<file path="src/design/bffy_pkg.sv">
// ----------------------------------------------------------------------------
// bffy_pkg
// Shared constants, codes and controller/datapath interface types for the
// bit-frugal Fisher-Yates shuffler.
// ----------------------------------------------------------------------------
package bffy_pkg;

  localparam int STORE_DEPTH     = 64;
  localparam int SPAN_CAP_BITS   = 28;
  localparam int DECK_SIZE_RESET = 52;

  localparam int FIELD_W = 6;
  localparam int DECK_W  = 7;
  localparam int RANGE_W = FIELD_W + 1;
  localparam int SPAN_W  = SPAN_CAP_BITS + 1;
  localparam int ADDR_W  = $clog2(STORE_DEPTH);
  localparam int CNT_W   = $clog2(SPAN_W);

  localparam logic [1:0] OP_BIT  = 2'd0;
  localparam logic [1:0] OP_INIT = 2'd1;
  localparam logic [1:0] OP_READ = 2'd2;

  localparam logic KIND_SWAP = 1'b0;
  localparam logic KIND_READ = 1'b1;

  typedef enum logic [3:0] {
    ST_IDLE,
    ST_DIV,
    ST_JLOAD,
    ST_JDIV,
    ST_RD_POS,
    ST_RD_J,
    ST_WR_POS,
    ST_WR_J,
    ST_RD_REQ,
    ST_RD_OUT
  } state_t;

  typedef enum logic [1:0] {
    ADDR_POS,
    ADDR_J,
    ADDR_READ
  } addr_sel_t;

  typedef struct packed {
    logic      bit_step;
    logic      init;
    logic      read_cap;
    logic      div_step;
    logic      j_load;
    logic      j_step;
    addr_sel_t addr_sel;
    logic      cap_pos;
    logic      wr_pos;
    logic      wr_j;
    logic      emit_read;
  } dp_cmd_t;

  typedef struct packed {
    logic draw_ok;
  } dp_status_t;

endpackage

</file>
<file path="src/design/bffy_ram.sv">
// ----------------------------------------------------------------------------
// bffy_ram
// Generic RAM with one write port and one registered read port.
// ----------------------------------------------------------------------------
module bffy_ram #(
  parameter int WIDTH = 8,
  parameter int DEPTH = 64
) (
  input  logic                     clk,
  input  logic                     we,
  input  logic [$clog2(DEPTH)-1:0] waddr,
  input  logic [WIDTH-1:0]         wdata,
  input  logic [$clog2(DEPTH)-1:0] raddr,
  output logic [WIDTH-1:0]         rdata
);

  logic [WIDTH-1:0] mem [DEPTH];

  always_ff @(posedge clk) begin
    if (we) begin
      mem[waddr] <= wdata;
    end
    rdata <= mem[raddr];
  end

endmodule

</file>
<file path="src/design/bffy_ctrl.sv">
// ----------------------------------------------------------------------------
// bffy_ctrl
// Controller: decodes accepted commands and sequences the divider steps,
// the quotient steps, the swap and the read through the card store.
// ----------------------------------------------------------------------------
module bffy_ctrl (
  input  logic                 clk,
  input  logic                 rst,
  input  logic                 start,
  input  logic [1:0]           opcode,
  input  bffy_pkg::dp_status_t status,
  output bffy_pkg::dp_cmd_t    cmd,
  output logic                 busy
);
  import bffy_pkg::*;

  state_t            state;
  state_t            state_next;
  logic [CNT_W-1:0]  count;
  logic [CNT_W-1:0]  count_next;

  always_ff @(posedge clk) begin
    if (rst) begin
      state <= ST_IDLE;
      count <= '0;
    end else begin
      state <= state_next;
      count <= count_next;
    end
  end

  assign busy = (state != ST_IDLE);

  always_comb begin
    state_next   = state;
    count_next   = count;
    cmd          = '0;
    cmd.addr_sel = ADDR_POS;
    unique case (state)
      ST_IDLE: begin
        if (start) begin
          case (opcode)
            OP_BIT: begin
              cmd.bit_step = 1'b1;
              if (status.draw_ok) begin
                state_next = ST_DIV;
                count_next = '0;
              end
            end
            OP_INIT: cmd.init = 1'b1;
            OP_READ: begin
              cmd.read_cap = 1'b1;
              state_next   = ST_RD_REQ;
            end
            default: ;
          endcase
        end
      end
      ST_DIV: begin
        cmd.div_step = 1'b1;
        if (count == CNT_W'(SPAN_W - 1)) begin
          count_next = '0;
          state_next = ST_JLOAD;
        end else begin
          count_next = count + CNT_W'(1);
        end
      end
      ST_JLOAD: begin
        cmd.j_load = 1'b1;
        count_next = '0;
        state_next = ST_JDIV;
      end
      ST_JDIV: begin
        cmd.j_step = 1'b1;
        if (count == CNT_W'(FIELD_W - 1)) begin
          count_next = '0;
          state_next = ST_RD_POS;
        end else begin
          count_next = count + CNT_W'(1);
        end
      end
      ST_RD_POS: begin
        cmd.addr_sel = ADDR_POS;
        state_next   = ST_RD_J;
      end
      ST_RD_J: begin
        cmd.addr_sel = ADDR_J;
        cmd.cap_pos  = 1'b1;
        state_next   = ST_WR_POS;
      end
      ST_WR_POS: begin
        cmd.addr_sel = ADDR_J;
        cmd.wr_pos   = 1'b1;
        state_next   = ST_WR_J;
      end
      ST_WR_J: begin
        cmd.addr_sel = ADDR_J;
        cmd.wr_j     = 1'b1;
        state_next   = ST_IDLE;
      end
      ST_RD_REQ: begin
        cmd.addr_sel = ADDR_READ;
        state_next   = ST_RD_OUT;
      end
      ST_RD_OUT: begin
        cmd.addr_sel  = ADDR_READ;
        cmd.emit_read = 1'b1;
        state_next    = ST_IDLE;
      end
      default: state_next = ST_IDLE;
    endcase
  end

endmodule

</file>
<file path="src/design/bffy_dpath.sv">
// ----------------------------------------------------------------------------
// bffy_dpath
// Datapath: draw registers, bit-serial span/range divider, quotient loop,
// card store with per-entry valid bits, and the result registers.
// ----------------------------------------------------------------------------
module bffy_dpath (
  input  logic                         clk,
  input  logic                         rst,
  input  bffy_pkg::dp_cmd_t            cmd,
  output bffy_pkg::dp_status_t         status,
  input  logic                         cfg_write,
  input  logic [bffy_pkg::DECK_W-1:0]  cfg_data,
  input  logic                         random_bit,
  input  logic [bffy_pkg::FIELD_W-1:0] read_position,
  output logic                         result_valid,
  output logic                         kind,
  output logic [bffy_pkg::FIELD_W-1:0] position,
  output logic [bffy_pkg::FIELD_W-1:0] chosen,
  output logic [bffy_pkg::FIELD_W-1:0] card,
  output logic                         shuffle_done
);
  import bffy_pkg::*;

  // architectural state
  logic [DECK_W-1:0]      deck_count;
  logic [FIELD_W-1:0]     pos;
  logic [SPAN_W-1:0]      value;
  logic [SPAN_W-1:0]      span;
  logic [RANGE_W-1:0]     defect;
  logic                   widen;
  logic [STORE_DEPTH-1:0] valid;

  // divider and swap working registers
  logic [RANGE_W-1:0]        div_rem;
  logic [SPAN_W-1:0]         div_sh;
  logic [SPAN_W-1:0]         quo;
  logic [SPAN_W-1:0]         rem_v;
  logic [SPAN_W+FIELD_W-1:0] dsr;
  logic [FIELD_W-1:0]        jq;
  logic [FIELD_W-1:0]        rpos_q;
  logic [FIELD_W-1:0]        tmp_pos;
  logic                      rd_valid_q;
  logic [ADDR_W-1:0]         rd_idx_q;

  // combinational
  logic [DECK_W-1:0]     eff_m1;
  logic [FIELD_W-1:0]    restart_pos;
  logic [RANGE_W-1:0]    range;
  logic [SPAN_W-1:0]     range_s;
  logic [SPAN_W-1:0]     v_or;
  logic [SPAN_W-1:0]     value_next;
  logic [SPAN_W-1:0]     span_next;
  logic [RANGE_W-1:0]    defect_next;
  logic                  widen_next;
  logic                  short_span;
  logic [RANGE_W:0]      def2;
  logic [RANGE_W:0]      div_t;
  logic                  div_ge;
  logic                  j_ge;
  logic [FIELD_W-1:0]    j_final;
  logic [FIELD_W-1:0]    card_eff;
  logic                  pass_end;
  logic [ADDR_W-1:0]     ram_raddr;
  logic [ADDR_W-1:0]     ram_waddr;
  logic [FIELD_W-1:0]    ram_wdata;
  logic [FIELD_W-1:0]    ram_rdata;
  logic                  ram_we;

  always_comb begin
    if (deck_count < DECK_W'(2)) begin
      eff_m1 = DECK_W'(1);
    end else if (deck_count > DECK_W'(STORE_DEPTH)) begin
      eff_m1 = DECK_W'(STORE_DEPTH - 1);
    end else begin
      eff_m1 = deck_count - DECK_W'(1);
    end
  end

  assign restart_pos = eff_m1[FIELD_W-1:0];
  assign range       = {1'b0, pos} + RANGE_W'(1);
  assign range_s     = SPAN_W'(range);
  assign v_or        = random_bit ? (value | span) : value;
  assign def2        = {defect, 1'b0};

  // one random bit: widen, extend into the tail, or slide at the cap
  always_comb begin
    short_span  = 1'b0;
    widen_next  = 1'b0;
    value_next  = v_or;
    span_next   = span;
    defect_next = defect;
    if (widen) begin
      span_next  = span << 1;
      short_span = (span_next < range_s);
      widen_next = short_span;
      if (!short_span) begin
        defect_next = RANGE_W'(span_next - range_s);
      end
    end else if (!span[SPAN_CAP_BITS]) begin
      span_next = span << 1;
      if (def2 >= {1'b0, range}) begin
        defect_next = RANGE_W'(def2 - {1'b0, range});
      end else begin
        defect_next = def2[RANGE_W-1:0];
      end
    end else begin
      value_next = v_or >> 1;
    end
    status.draw_ok = !short_span && (value_next < (span_next - SPAN_W'(defect_next)));
  end

  assign div_t   = {div_rem, div_sh[SPAN_W-1]};
  assign div_ge  = (div_t >= {1'b0, range});
  assign j_ge    = ({{FIELD_W{1'b0}}, rem_v} >= dsr);
  assign j_final = (jq > pos) ? pos : jq;
  assign card_eff = rd_valid_q ? ram_rdata : FIELD_W'(rd_idx_q);
  assign pass_end = (pos <= FIELD_W'(1));

  always_comb begin
    unique case (cmd.addr_sel)
      ADDR_POS:  ram_raddr = pos[ADDR_W-1:0];
      ADDR_J:    ram_raddr = j_final[ADDR_W-1:0];
      ADDR_READ: ram_raddr = rpos_q[ADDR_W-1:0];
      default:   ram_raddr = pos[ADDR_W-1:0];
    endcase
  end

  assign ram_we    = cmd.wr_pos | cmd.wr_j;
  assign ram_waddr = cmd.wr_j ? j_final[ADDR_W-1:0] : pos[ADDR_W-1:0];
  assign ram_wdata = cmd.wr_j ? tmp_pos : card_eff;

  bffy_ram #(
    .WIDTH (FIELD_W),
    .DEPTH (STORE_DEPTH)
  ) u_store (
    .clk   (clk),
    .we    (ram_we),
    .waddr (ram_waddr),
    .wdata (ram_wdata),
    .raddr (ram_raddr),
    .rdata (ram_rdata)
  );

  always_ff @(posedge clk) begin
    if (rst) begin
      deck_count   <= DECK_W'(DECK_SIZE_RESET);
      pos          <= FIELD_W'(DECK_SIZE_RESET - 1);
      value        <= '0;
      span         <= SPAN_W'(1);
      defect       <= '0;
      widen        <= 1'b1;
      valid        <= '0;
      result_valid <= 1'b0;
    end else begin
      result_valid <= cmd.wr_j | cmd.emit_read;
      if (cfg_write) begin
        deck_count <= cfg_data;
      end
      if (cmd.bit_step) begin
        value  <= value_next;
        span   <= span_next;
        defect <= defect_next;
        widen  <= widen_next;
      end
      if (cmd.init) begin
        valid  <= '0;
        pos    <= restart_pos;
        value  <= '0;
        span   <= SPAN_W'(1);
        defect <= '0;
        widen  <= 1'b1;
      end
      if (cmd.wr_pos) begin
        valid[pos[ADDR_W-1:0]] <= 1'b1;
      end
      if (cmd.wr_j) begin
        valid[j_final[ADDR_W-1:0]] <= 1'b1;
        pos    <= pass_end ? restart_pos : pos - FIELD_W'(1);
        value  <= '0;
        span   <= SPAN_W'(1);
        defect <= '0;
        widen  <= 1'b1;
      end
    end
  end

  always_ff @(posedge clk) begin
    rd_valid_q <= valid[ram_raddr];
    rd_idx_q   <= ram_raddr;
    if (cmd.bit_step) begin
      div_sh  <= span_next;
      div_rem <= '0;
      quo     <= '0;
    end
    if (cmd.div_step) begin
      div_rem <= div_ge ? RANGE_W'(div_t - {1'b0, range}) : div_t[RANGE_W-1:0];
      quo     <= {quo[SPAN_W-2:0], div_ge};
      div_sh  <= div_sh << 1;
    end
    if (cmd.j_load) begin
      dsr   <= {1'b0, quo, {(FIELD_W-1){1'b0}}};
      rem_v <= value;
      jq    <= '0;
    end
    if (cmd.j_step) begin
      if (j_ge) begin
        rem_v <= rem_v - dsr[SPAN_W-1:0];
      end
      jq  <= {jq[FIELD_W-2:0], j_ge};
      dsr <= dsr >> 1;
    end
    if (cmd.read_cap) begin
      rpos_q <= read_position;
    end
    if (cmd.cap_pos) begin
      tmp_pos <= card_eff;
    end
    if (cmd.wr_j) begin
      kind         <= KIND_SWAP;
      position     <= pos;
      chosen       <= j_final;
      card         <= '0;
      shuffle_done <= pass_end;
    end
    if (cmd.emit_read) begin
      kind         <= KIND_READ;
      position     <= rpos_q;
      chosen       <= '0;
      card         <= ({1'b0, rpos_q} < RANGE_W'(STORE_DEPTH)) ? card_eff : '0;
      shuffle_done <= 1'b0;
    end
  end

endmodule

</file>
<file path="src/design/bit_frugal_fisher_yates_shuffler_unit.sv">
// ----------------------------------------------------------------------------
// bit_frugal_fisher_yates_shuffler_unit
// Shuffles a card store one random bit at a time.
//
// Commands are taken when start is high and busy is low. Opcode 0 feeds one
// random bit, opcode 1 restores the store to identity and restarts the pass,
// opcode 2 reads one entry. A bit that does not complete a draw and opcode 1
// leave busy low. A bit that completes a draw keeps busy high through the
// bit-serial span/range divider, the load and run of the 6-step partner-index
// loop and the swap through the single read port of the store. The swap
// transaction is on the result ports in the cycle in which busy drops. A read
// also keeps busy high, and its transaction comes in the cycle in which busy
// drops. Each transaction stands on the result ports for one cycle, marked by
// result_valid; the receiver cannot stall. The deck size is written on the
// cfg channel (always ready) while the block is idle; the user must keep to
// this, as the block itself does not enforce it. Reset sets the deck size to
// 52, the store to identity, the position to 51 and clears the draw; no sweep.
// ----------------------------------------------------------------------------
module bit_frugal_fisher_yates_shuffler_unit (
  input  logic                         clk,
  input  logic                         rst,
  input  logic                         start,
  output logic                         busy,
  input  logic [1:0]                   opcode,
  input  logic                         random_bit,
  input  logic [bffy_pkg::FIELD_W-1:0] read_position,
  input  logic                         cfg_valid,
  output logic                         cfg_ready,
  input  logic [bffy_pkg::DECK_W-1:0]  cfg_data,
  output logic                         result_valid,
  output logic                         kind,
  output logic [bffy_pkg::FIELD_W-1:0] position,
  output logic [bffy_pkg::FIELD_W-1:0] chosen,
  output logic [bffy_pkg::FIELD_W-1:0] card,
  output logic                         shuffle_done
);
  import bffy_pkg::*;

  dp_cmd_t    cmd;
  dp_status_t status;

  assign cfg_ready = 1'b1;

  bffy_ctrl u_ctrl (
    .clk    (clk),
    .rst    (rst),
    .start  (start),
    .opcode (opcode),
    .status (status),
    .cmd    (cmd),
    .busy   (busy)
  );

  bffy_dpath u_dpath (
    .clk           (clk),
    .rst           (rst),
    .cmd           (cmd),
    .status        (status),
    .cfg_write     (cfg_valid && cfg_ready),
    .cfg_data      (cfg_data),
    .random_bit    (random_bit),
    .read_position (read_position),
    .result_valid  (result_valid),
    .kind          (kind),
    .position      (position),
    .chosen        (chosen),
    .card          (card),
    .shuffle_done  (shuffle_done)
  );

  a_no_back_to_back_results: assert property (@(posedge clk) disable iff (rst)
    result_valid |=> !result_valid)
    else $error("two result transactions in consecutive cycles");

  a_read_holds_busy: assert property (@(posedge clk) disable iff (rst)
    (start && !busy && opcode == OP_READ) |=> busy)
    else $error("read command did not hold busy");

  a_read_fields_clear: assert property (@(posedge clk) disable iff (rst)
    (result_valid && kind == KIND_READ) |-> (chosen == '0 && !shuffle_done))
    else $error("read transaction carries swap fields");

  a_partner_in_range: assert property (@(posedge clk) disable iff (rst)
    (result_valid && kind == KIND_SWAP) |-> (chosen <= position && card == '0))
    else $error("swap partner beyond position");

endmodule

</file>
<file path="config.mk">
export PLATFORM = sky130hd
export DESIGN_NAME = bit_frugal_fisher_yates_shuffler_unit
export DESIGN_NICKNAME = d
export VERILOG_FILES = /design/src/design/bffy_pkg.sv /design/src/design/bffy_ram.sv /design/src/design/bffy_ctrl.sv /design/src/design/bffy_dpath.sv /design/src/design/bit_frugal_fisher_yates_shuffler_unit.sv
export SDC_FILE = /design/constraint.sdc
export NUM_CORES = 1
export LEC_CHECK = 0
export BUFFER_PORTS_ARGS = -buffer_cell sky130_fd_sc_hd__clkbuf_2
export CAP_MARGIN = 20
export CORE_MARGIN = 10
export CORE_UTILIZATION = 64
export CTS_BUF_LIST = sky130_fd_sc_hd__clkbuf_16
export DETAILED_ROUTE_END_ITERATION = 6
export PLACE_DENSITY = 0.81
export SLEW_MARGIN = 20
export SYNTH_ARGS = -nofsm -noshare
export SYNTH_HDL_FRONTEND = slang
export SYNTH_HIERARCHICAL = 1
export SYNTH_SLANG_ARGS = --single-unit
</file>
<file path="constraint.sdc">
create_clock -name clk -period 9.75 [get_ports clk]
set_clock_uncertainty 0.05 [all_clocks]
set_input_delay 0.975 -clock clk [delete_from_list [all_inputs] [get_ports clk]]
set_output_delay 0.975 -clock clk [all_outputs]
set_load 0.05 [all_outputs]
</file>
* Yosys cells after proc, flatten, opt, wreduce, memory -nomap -nowiden
Memory sizes are Yosys's and may differ from the RTL's. A register that Yosys moved wholly into a read port is not among the register bits.
Cells that the tools add are included.
** Storage, ports and cells
- Register bits after elaboration :: 326
- RAM bits :: 384
- Input port bits :: 20
- Memories :: 1
** Operators by class
- Add/sub/neg operators :: 9
- Order comparisons :: 14
- Eq/ne operators :: 22
- Muxes and demuxes :: 76
- Bitwise logic cells :: 5
- Reductions and logical operators :: 17
** Memories
- u_dpath.u_store.mem :: words 64, bits a word 6, read ports 1, clocked after Yosys merged registers in 1, wr ports 1, line bffy_ram.sv:17 : logic [WIDTH-1:0] mem [DEPTH];
** Operators by type and width (count)
- $mux 29 :: 12
- $mux 64 :: 5
- $or 64x64->64 :: 2
- $mux 6 :: 15
- $mux 7 :: 7
- $ge 29x34->1 :: 1
- $mux 34 :: 1
- $mux 33 :: 1
- $pmux 4 s8 :: 1
- $lt 29x29->1 :: 1
- $lt 29x7->1 :: 1
- $or 29x29->29 :: 1
- $sub 29x29->29 :: 1
- $sub 29x7->29 :: 1
- $mux 5 :: 5
- $lt 6x7->1 const B :: 3
- $sub 7x7->7 :: 3
- $pmux 5 s4 :: 1
- $eq 4x3->1 const B :: 4
- $ge 8x7->1 :: 2
- $mux 1 :: 16
- $mux 4 :: 4
- $demux 1 s6 :: 2
- $ge 6x1->1 const B :: 2
- 33 further kinds :: 51

* Longest topological paths before layout
Gate-level depths: netlist (run 1).
- Word-level depth :: 12
- Depth in mapped cells :: 40
- Mapped depth without buffers :: 38

* Modules after synthesis
The synthesis (run 1) kept the hierarchy.
** By module, submodules not included
- bffy_dpath :: instances 1, cells an instance 2035, area an instance 18785.5 um2, sequential area each 7627.3 um2
- bffy_ram :: instances 1, cells an instance 720, area an instance 15225.9 um2, sequential area each 11651.2 um2
- bffy_ctrl :: instances 1, cells an instance 85, area an instance 661.9 um2, sequential area each 180.2 um2
- bit_frugal_fisher_yates_shuffler_unit :: instances 1, cells an instance 2, area an instance 11.3 um2, sequential area each 0.0 um2

* Worst setup path after synthesis (run 1)
OpenSTA, ideal clock, no wires.
- Path kind :: reg-to-reg
- From :: register u_dpath.pos[0]
- To :: register u_ctrl.count[1]
- Library setup time :: 0.117 ns
- Arrival :: 6.921 ns
- Slack :: 2.663 ns
- Cell stages (with the launch flop) :: 41
- Clock period less this slack :: 7.087 ns
- Path through :: dfxtp_1 -> buf_6 -> clkbuf_1 -> nand3_1 -> nor2_1 -> xnor2_1 -> ha_1 -> a2111oi_2 -> nand2_1 -> o22a_1 -> buf_4 -> mux2i_1 -> nor2_1 -> a21oi_1 -> nor2_1 -> a21oi_1 -> inv_1 -> fa_1 -> [5 not listed] -> nor2_1 -> o21ai_0 -> a21oi_1 -> ha_1 -> a21oi_1 -> nor2b_1 -> o21ai_0 -> nand2b_1 -> a21oi_1 -> nor2b_1 -> o21ai_0 -> nand2b_1 -> a221o_1 -> a21oi_1 -> nor4bb_1 -> o31ai_1 -> a22oi_1 -> nor2_1
** On the way
- Word-level cells in the longest chain between the ends :: 10
** RTL lines
- start, declared :: line bffy_dpath.sv:26 : logic [FIELD_W-1:0] pos;
- start signal, assigned :: line bffy_dpath.sv:147 : pos <= FIELD_W'(DECK_SIZE_RESET - 1);
- start signal, assigned :: line bffy_dpath.sv:167 : pos <= restart_pos;
- start signal, assigned :: line bffy_dpath.sv:178 : pos <= pass_end ? restart_pos : pos - FIELD_W'(1);
- $add 6x1->7 * :: line bffy_dpath.sv:80 : assign range = {1'b0, pos} + RANGE_W'(1);
- branches (longest 3 deep; another with $lt 29x7->1)
- $mux 7 * :: line bffy_dpath.sv:92 : if (widen) begin
- named net u_dpath.defect_next[1] :: line bffy_dpath.sv:53 : logic [RANGE_W-1:0] defect_next;
- $sub 29x7->29 * :: line bffy_dpath.sv:109 : status.draw_ok = !short_span && (value_next < (span_next - SPAN_W'(defect_next)));
- $lt 29x29->1 * :: line bffy_dpath.sv:109
- $logic_and 1x1->1 * :: line bffy_dpath.sv:109
- named net status :: line bit_frugal_fisher_yates_shuffler_unit.sv:40 : dp_status_t status;
- $ne 2x2->1 (no source line) *
- $reduce_and 4->1 (no source line) *
- end signal, assigned :: line bffy_ctrl.sv:28 : count <= count_next;
- end, declared :: line bffy_ctrl.sv:19 : logic [CNT_W-1:0] count;
Mark *: on every way through the listed nets, which the timed path passes.
A chain may end at the register's enable or synchronous reset.

* Worst setup path after layout (run 1)
Same ends and word-level chain as after synthesis.

==> flow_summary.json, run 1 <==
{
  "outcome": "finished with violations",
  "failed_checks": "design-rule violations",
  "yosys.cell_count.top_type": "edfxtp_1",
  "syn2layout_area_growth_pct": 8.86,
  "syn_nets": 2963,
  "core_region_area_um2": 53700,
  "antenna_violations_before_repair": 1,
  "max-slew-margin-rel_pct": 11.4,
  "global_route.usage.met2_pct": 42.6,
  "min-delay-path-class": "reg2reg",
  "layout.nets": 2941,
  "tritoncts": "done",
  "final_routed_drc_violation_total": 67,
  "fin_hold_ws_ns": 0.424,
  "synth_seq_area_share_pct": 56.1,
  "synth_top_area_cell": "edfxtp_1",
  "synth_largest_type_area_fraction_pct": 44.3,
  "crit_slowest_cell": "dfxtp_1",
  "met3_track_usage_gr_pct": 5.64,
  "finalSetupTns_ns": 0,
  "floorplan.initialDensity_pct": 64.6,
  "mappedNetlistArea_um2": 34700,
  "insertion_delay_ns": 0.64,
  "cp_max_fo": 24,
  "multi_input_comb_area_um2": 14200,
  "cts-hold-fix-buffers": 0,
  "antenna_cells": 0,
  "clock_sink_count": 716,
  "timing.setup.critical_path_class": "reg2reg",
  "io-pin-count": 43,
  "drt_wl_total_mm": 88.2,
  "final.fill_count": 3502,
  "ctsRootBufferMaster": "clkbuf_16",
  "crit_path_max_incr_delay_ns": 0.96,
  "count_of_flip_flops_with_a_built_in_enable_after_synthesis": 512,
  "place_hpwl_mm": 54.8,
  "syn-instance-count": 2842,
  "io_buffers": 41,
  "synth.avg_cell_area_um2": 12.2,
  "critPathCaptureType": "flop",
  "setup_viol": 0,
  "min_period_over_period_pct": 87.4,
  "max_freq_ghz": 0.117,
  "synth_top_cells_by_area": "edfxtp_1 44%, dfxtp_1 12%, mux4_2 5.9%",
  "worst-endpoint-arrival_ns": 8.94,
  "yosysWarningCount": 6,
  "critPathTopFamily": "compound AO/OA/AOI/OAI gates",
  "drv_slew": 0,
  "core.rowCount": 85,
  "design.die.area_um2": 63900,
  "postSynth.asyncResetShare_pct": 0,
  "finalHoldViolCount": 0,
  "timing.final.ws_setup_ns": 1.23,
  "drtIter0Drc": 3058,
  "yosysUniqueCellTypes": 103,
  "numCtsBuffers": 76,
  "htree_num_levels": 3,
  "grt_usage_pct": 27.3,
  "cts_repair_resize_count": 0,
  "synth.cells.most_frequent": "512 x edfxtp_1, 307 x nor2_1, 279 x nand2_1",
  "crit_top_cell": "a21oi_1",
  "route.antenna.remaining_nets": 0,
  "grt_start_max_net_pins": 89,
  "die_h_um": 253,
  "cts.clk_slew.worst_paths_ns": 0.07,
  "worst_slew_pin_slew_ns": 1.33,
  "post-route-min-period_ns": 8.52,
  "data_required_critical_path_ns": 10.17,
  "cellPowerDensity_nw_per_um2": 184,
  "grt.overflow.total": 0,
  "detail_route.first_pass.iterations": 7,
  "max_cap_violations": 0,
  "first_pass_grt_wire_length_mm": 137,
  "grt_pass1_vias": 23400,
  "power.static_leakage_nw": 13.5,
  "layout.core_utilization_pct": 70.3,
  "crit_path_start_kind": "flop",
  "vias": 24200,
  "post_drt_via_cell_ratio": 6.77,
  "globalplace.congestion": 0.889,
  "path_buf_inv": 1,
  "synth-seq-cells": 716,
  "post-cts-setup-buffer-count": 0,
  "post_route_cells_drive_above_1_share_pct": 13.7,
  "busiest_layer": "met2",
  "cts_buffer_depth": 3,
  "register_area_um2": 19500,
  "met1_demand_to_capacity_share_in_global_routing_pct": 36.9,
  "die_x_um": 253,
  "route.detailed.wl_per_inst_um": 24.6,
  "placement.setup.worst_slack_ns": 1.36,
  "irDropWorstVdd_v": 0.000166,
  "synth_top_flop_cell": "edfxtp_1",
  "grt_setup_unrepaired": "false"
}
==> logic make-up after synthesis <==
logic type	share of synthesized area, %
and+or+nand+nor	12.2
DFF	56.1
AOI/OAI and AO/OA	10.9
muxes	12.3
buffers and inverters	3.34
adders and majority gates	3.71
xor gates and xnor gates	1.46
other	0.0108
==> power by group <==
group	switching [mW]	leakage [nW]	internal [mW]
Clock	1.22	1.30	1.68
Sequential	0.0372	6.25	3.38
Combinational	0.416	5.91	0.229
==> sequential cells by signal (all words and copies together), names as in the netlist, 7 cells and up <==
signal,cells
u_dpath/u_store/mem,384
u_dpath/valid,64
u_dpath/dsr,34
u_dpath/div_sh,29
u_dpath/quo,29
u_dpath/rem_v,29
u_dpath/span,29
u_dpath/value,29
u_dpath/deck_count,7
u_dpath/defect,7
u_dpath/div_rem,7
==> through the flow <==
stage | area [um2] | total power [mW] | std cells
after global routing | 37800 | 7.17 | 3578
final | 37800 | 6.96 | 3578
after CTS | 37700 | 6.99 | 3578
after global placement | 35200 | 4.08 | 3438
after floorplan | 34700 | 3.93 | 2842
after detailed placement | 35200 | 4.10 | 3438
==> final timing paths <==
| check | startpoint | to | slack, ns | cells after the start |
|---|---|---|---|---|
| min reg2reg | u_dpath/div_sh[0]$_SDFFE_PP0P_ | u_dpath/div_sh[0]$_SDFFE_PP0P_ | 0.42 | 2 |
| max reg2reg | u_dpath/pos[0]$_SDFFE_PP1P_ | u_ctrl/count[1]$_SDFFE_PP0P_ | 1.23 | 37 |
| min | u_dpath/div_sh[0]$_SDFFE_PP0P_ | u_dpath/div_sh[0]$_SDFFE_PP0P_ | 0.42 | 2 |
| max | u_dpath/pos[0]$_SDFFE_PP1P_ | u_ctrl/count[1]$_SDFFE_PP0P_ | 1.23 | 37 |
==> metal layers <==
metal / share of wire (%) / vias to the layer above
met5: 0 / -
met4: 4.1 / 0
met3: 9.4 / 267
met2: 46 / 1354
met1: 40 / 11900
li1: - / 10700
==> layout make-up <==
class	count	share of cell area, %
Clock buffer	78	5.17
Inverter	83	0.838
Sequential cell	716	51.5
Tap cell	696	2.31
Timing Repair Buffer	67	1.07
Clock inverter	62	1.53
Multi-Input combinational cell	1876	37.5
==> worst register-to-register path: cells and delay by family, from the launching register on <==
kind / cells / cell delay, ns
buffers and inverters: 1 / 0.10
AO/OA/AOI/OAI: 17 / 3.85
XOR/XNOR: 1 / 0.25
multiplexers: 1 / 0.22
flip-flops: 1 / 0.96
AND/OR/NAND/NOR: 14 / 1.79
adder cells (fa/ha/maj): 3 / 1.17
==> cell usage in the layout, fill, tap and decap left out, types with 8 or more instances in the layout <==
| master | instances |
|---|---|
| a21o_1 | 25 |
| xnor2_1 | 39 |
| a21oi_1 | 135 |
| o221ai_1 | 11 |
| clkbuf_16 | 78 |
| bufinv_16 | 8 |
| nor4_1 | 14 |
| nor2_1 | 306 |
| and2_1 | 49 |
| clkinv_1 | 15 |
| o22ai_1 | 24 |
| a31oi_1 | 23 |
| a222oi_1 | 61 |
| ha_1 | 98 |
| a22o_1 | 18 |
| nand4_1 | 16 |
| nor2b_1 | 40 |
| dfxtp_1 | 204 |
| o21ai_0 | 68 |
| a221oi_1 | 8 |
| a211oi_1 | 29 |
| nand2_1 | 279 |
| nor3_1 | 40 |
| xor2_1 | 19 |
| mux4_2 | 91 |
| o21a_1 | 9 |
| mux2i_1 | 139 |
| clkinv_2 | 11 |
| buf_4 | 25 |
| nand2b_1 | 29 |
| or3_1 | 9 |
| inv_1 | 95 |
| o21ai_1 | 12 |
| mux2_2 | 51 |
| clkbuf_2 | 41 |
| nand3_1 | 48 |
| or2_2 | 12 |
| edfxtp_1 | 512 |
Note: power is estimated with default switching activity, not from simulation.
==> inputs of run 2 (changes only) <==
CELL_PAD_IN_SITES_DETAIL_PLACEMENT = 1   (was not set)
CELL_PAD_IN_SITES_GLOBAL_PLACEMENT = 1   (was not set)
CORE_ASPECT_RATIO = 1.4   (was not set)
CORE_UTILIZATION = 53   (was 64)
PLACE_DENSITY = not set   (was 0.81)
PLACE_DENSITY_LB_ADDON = 0.1   (was not set)
==> run 2 against run 1 <==
Against the previous run:
- the flow still finishes with violations (design-rule violations)
- total power about the same
- register-to-register slack lost 0.06 ns
- sequential power is essentially flat
- combinational power up 3.1%
- sequential cell count stayed put
- utilization is 12 points lower
- hold slack got worse by 0.0051 ns
- cell count grew 4.2%
- critical endpoint unchanged
==> flow_summary.json, run 2 (synthesized netlist as in run 1, its figures left out) <==
{
  "outcome": "finished with violations",
  "failed_checks": "design-rule violations",
  "post_drt_via_cell_ratio": 6.39,
  "grt_usage_pct": 25.4,
  "post_dp_cell_area_um2": 35400,
  "crit-reg2reg-launch": "u_dpath/pos[5]$_SDFFE_PP1P_",
  "insertion_delay_ns": 0.63,
  "worst_slew_pin_slew_ns": 1.12,
  "cts.clk_slew.worst_paths_ns": 0.06,
  "cts_buffer_depth": 3,
  "highest_count_cells_in_the_layout_ignoring_fill_and_taps": "512 x edfxtp_1, 305 x nor2_1, 278 x nand2_1",
  "irDropWorstVdd_v": 0.000185,
  "detail_route.first_pass.iterations": 7,
  "core_region_area_um2": 64500,
  "grt_setup_unrepaired": "false",
  "layout.core_utilization_pct": 58.8,
  "timing.rr.end": "u_ctrl/count[1]$_SDFFE_PP0P_",
  "net-switching-power_mw": 1.69,
  "crit_path_start_kind": "flop",
  "setup_viol": 0,
  "worst-endpoint-arrival_ns": 9.00,
  "min_path_cells": 2,
  "antenna_violations_before_repair": 3,
  "grt_pass1_vias": 25100,
  "finalHoldViolCount": 0,
  "registers.top_by_ff_count": "u_dpath/u_store/mem",
  "power.internal_mw": 5.27,
  "io_buffers": 41,
  "pwr-share-seq_pct": 49.0,
  "post-cts-setup-buffer-count": 0,
  "cellPowerDensity_nw_per_um2": 184,
  "placement.setup.worst_slack_ns": 1.34,
  "power.switching_fraction_pct": 24.3,
  "core.rowCount": 110,
  "drt_wl_total_mm": 98.7,
  "finalSetupTns_ns": 0,
  "min-delay-path-class": "reg2reg",
  "final_routed_drc_violation_total": 7,
  "largestRegisters": "u_dpath/u_store/mem x384, u_dpath/valid x64, u_dpath/dsr x34",
  "power.share.combinational_pct": 9.5,
  "crit_path_max_incr_delay_ns": 0.60,
  "globalplace.congestion": 0.895,
  "post-route-min-period_ns": 8.58,
  "crit_slowest_cell": "a2111oi_4",
  "holdCritStartpoint": "u_dpath/div_sh[0]$_SDFFE_PP0P_",
  "die_h_um": 323,
  "antenna_cells": 0,
  "route.antenna.remaining_nets": 0,
  "timing.final.ws_setup_ns": 1.17,
  "worst_hold_path.endpoint": "u_dpath/div_sh[0]$_SDFFE_PP0P_",
  "layout.nets": 2951,
  "cts-hold-fix-buffers": 0,
  "power.static_leakage_nw": 13.4,
  "timing.setup.critical_path_class": "reg2reg",
  "crit_top_cell": "a21oi_1",
  "largest_register_ffs": 384,
  "floorplan.initialDensity_pct": 53.7,
  "grt_start_max_net_pins": 89,
  "vias": 23800,
  "design.die.area_um2": 76200,
  "ctsRootBufferMaster": "clkbuf_16",
  "grt.overflow.total": 0,
  "layout.cells.most_common": "edfxtp_1",
  "final_design_area_no_fill_um2": 37900,
  "drtIter0Drc": 1807,
  "max-slew-margin-rel_pct": 24.4,
  "syn2layout_area_growth_pct": 9.41,
  "rrSetupSlack_ns": 1.17,
  "cp_max_fo": 10,
  "max_cap_violations": 0,
  "share_clk_of_total_power_pct": 41.5,
  "min_period_over_period_pct": 88.0,
  "cts_repair_resize_count": 0,
  "worst-r2r-cell-count": 37,
  "route.detailed.wl_per_inst_um": 26.5,
  "io-pin-count": 43,
  "final.fill_count": 6357,
  "post_route_cells_drive_above_1_share_pct": 14.2,
  "place_hpwl_mm": 67.9,
  "drv_slew": 0,
  "max_freq_ghz": 0.117,
  "critPathCaptureType": "flop",
  "first_pass_grt_wire_length_mm": 151,
  "data_required_critical_path_ns": 10.17,
  "tritoncts": "done",
  "clock_sink_count": 716,
  "die_x_um": 236,
  "numCtsBuffers": 74,
  "htree_num_levels": 3
}
## run 2: cell types whose count changed in the layout (fill, tap and decap cells not counted), moves of 2 or more
cell	change
clkinv_1	+2
mux2_4	-3
clkinv_2	+2
mux2_2	+3
clkinvlp_4	+4
clkbuf_16	-2
buf_4	+13
inv_1	-11
## run 2: how the worst max path moves through the flow
stage	from	end	slack [ns]	cells after the start
after floorplan	u_dpath/pos[0]$_SDFFE_PP1P_	u_ctrl/count[1]$_SDFFE_PP0P_	2.66	40
after global placement	u_dpath/pos[5]$_SDFFE_PP1P_	u_ctrl/count[1]$_SDFFE_PP0P_	1.61	37
after detailed placement	u_dpath/pos[5]$_SDFFE_PP1P_	u_ctrl/count[1]$_SDFFE_PP0P_	1.34	37
after CTS	u_dpath/pos[3]$_SDFFE_PP0P_	u_ctrl/count[1]$_SDFFE_PP0P_	1.30	36
after global routing	u_dpath/pos[5]$_SDFFE_PP1P_	u_ctrl/count[1]$_SDFFE_PP0P_	0.36	37
final	u_dpath/pos[5]$_SDFFE_PP1P_	u_ctrl/count[1]$_SDFFE_PP0P_	1.17	37
## run 2: power by group through the flow
stage / sequential [mW] / combinational [mW] / clock, mW
floorplan: 3.46 / 0.468 / 0
global placement: 3.47 / 0.635 / 0
detailed placement: 3.48 / 0.659 / 0
CTS: 3.41 / 0.666 / 2.95
global route: 3.42 / 0.722 / 3.07
finish: 3.41 / 0.665 / 2.89
## run 2: cell type report
type | instances | area, um2 | area share (%)
sequential | 716 | 19500 | 51.3
multi-input combinational | 1876 | 14200 | 37.3
clock buffer | 76 | 1900 | 5.01
tap | 840 | 1050 | 2.77
clock inverter | 58 | 563 | 1.48
timing repair buffer | 79 | 490 | 1.29
inverter | 83 | 317 | 0.834
## run 2: routing by layer
layer | wire length, um | GRT usage [%] | vias to the layer above
li1 | - | - | 10700
met1 | 36600 | 27.9 | 12200
met2 | 52900 | 47.2 | 670
met3 | 4350 | 3.29 | 232
met4 | 4800 | 13.2 | 6
met5 | 36 | 0 | -
## run 2: worst max-delay path, delay by kind of cell (launching register included)
| family | cells | cell delay (ns) |
|---|---|---|
| buffers and inverters | 2 | 0.45 |
| DFF | 1 | 0.57 |
| muxes | 1 | 0.21 |
| and+or+nand+nor | 14 | 2.21 |
| AOI/OAI and AO/OA | 17 | 3.87 |
| adders and majority gates | 3 | 1.05 |
## run 2: through the flow
step,power (mW),hold slack (ns),std cells
2_1_floorplan,3.93,0.387,2842
3_3_place_gp,4.11,0.395,3594
3_5_place_dp,4.14,0.413,3594
4_1_cts,7.03,0.422,3728
5_1_grt,7.20,0.453,3728
6_report,6.96,0.419,3728
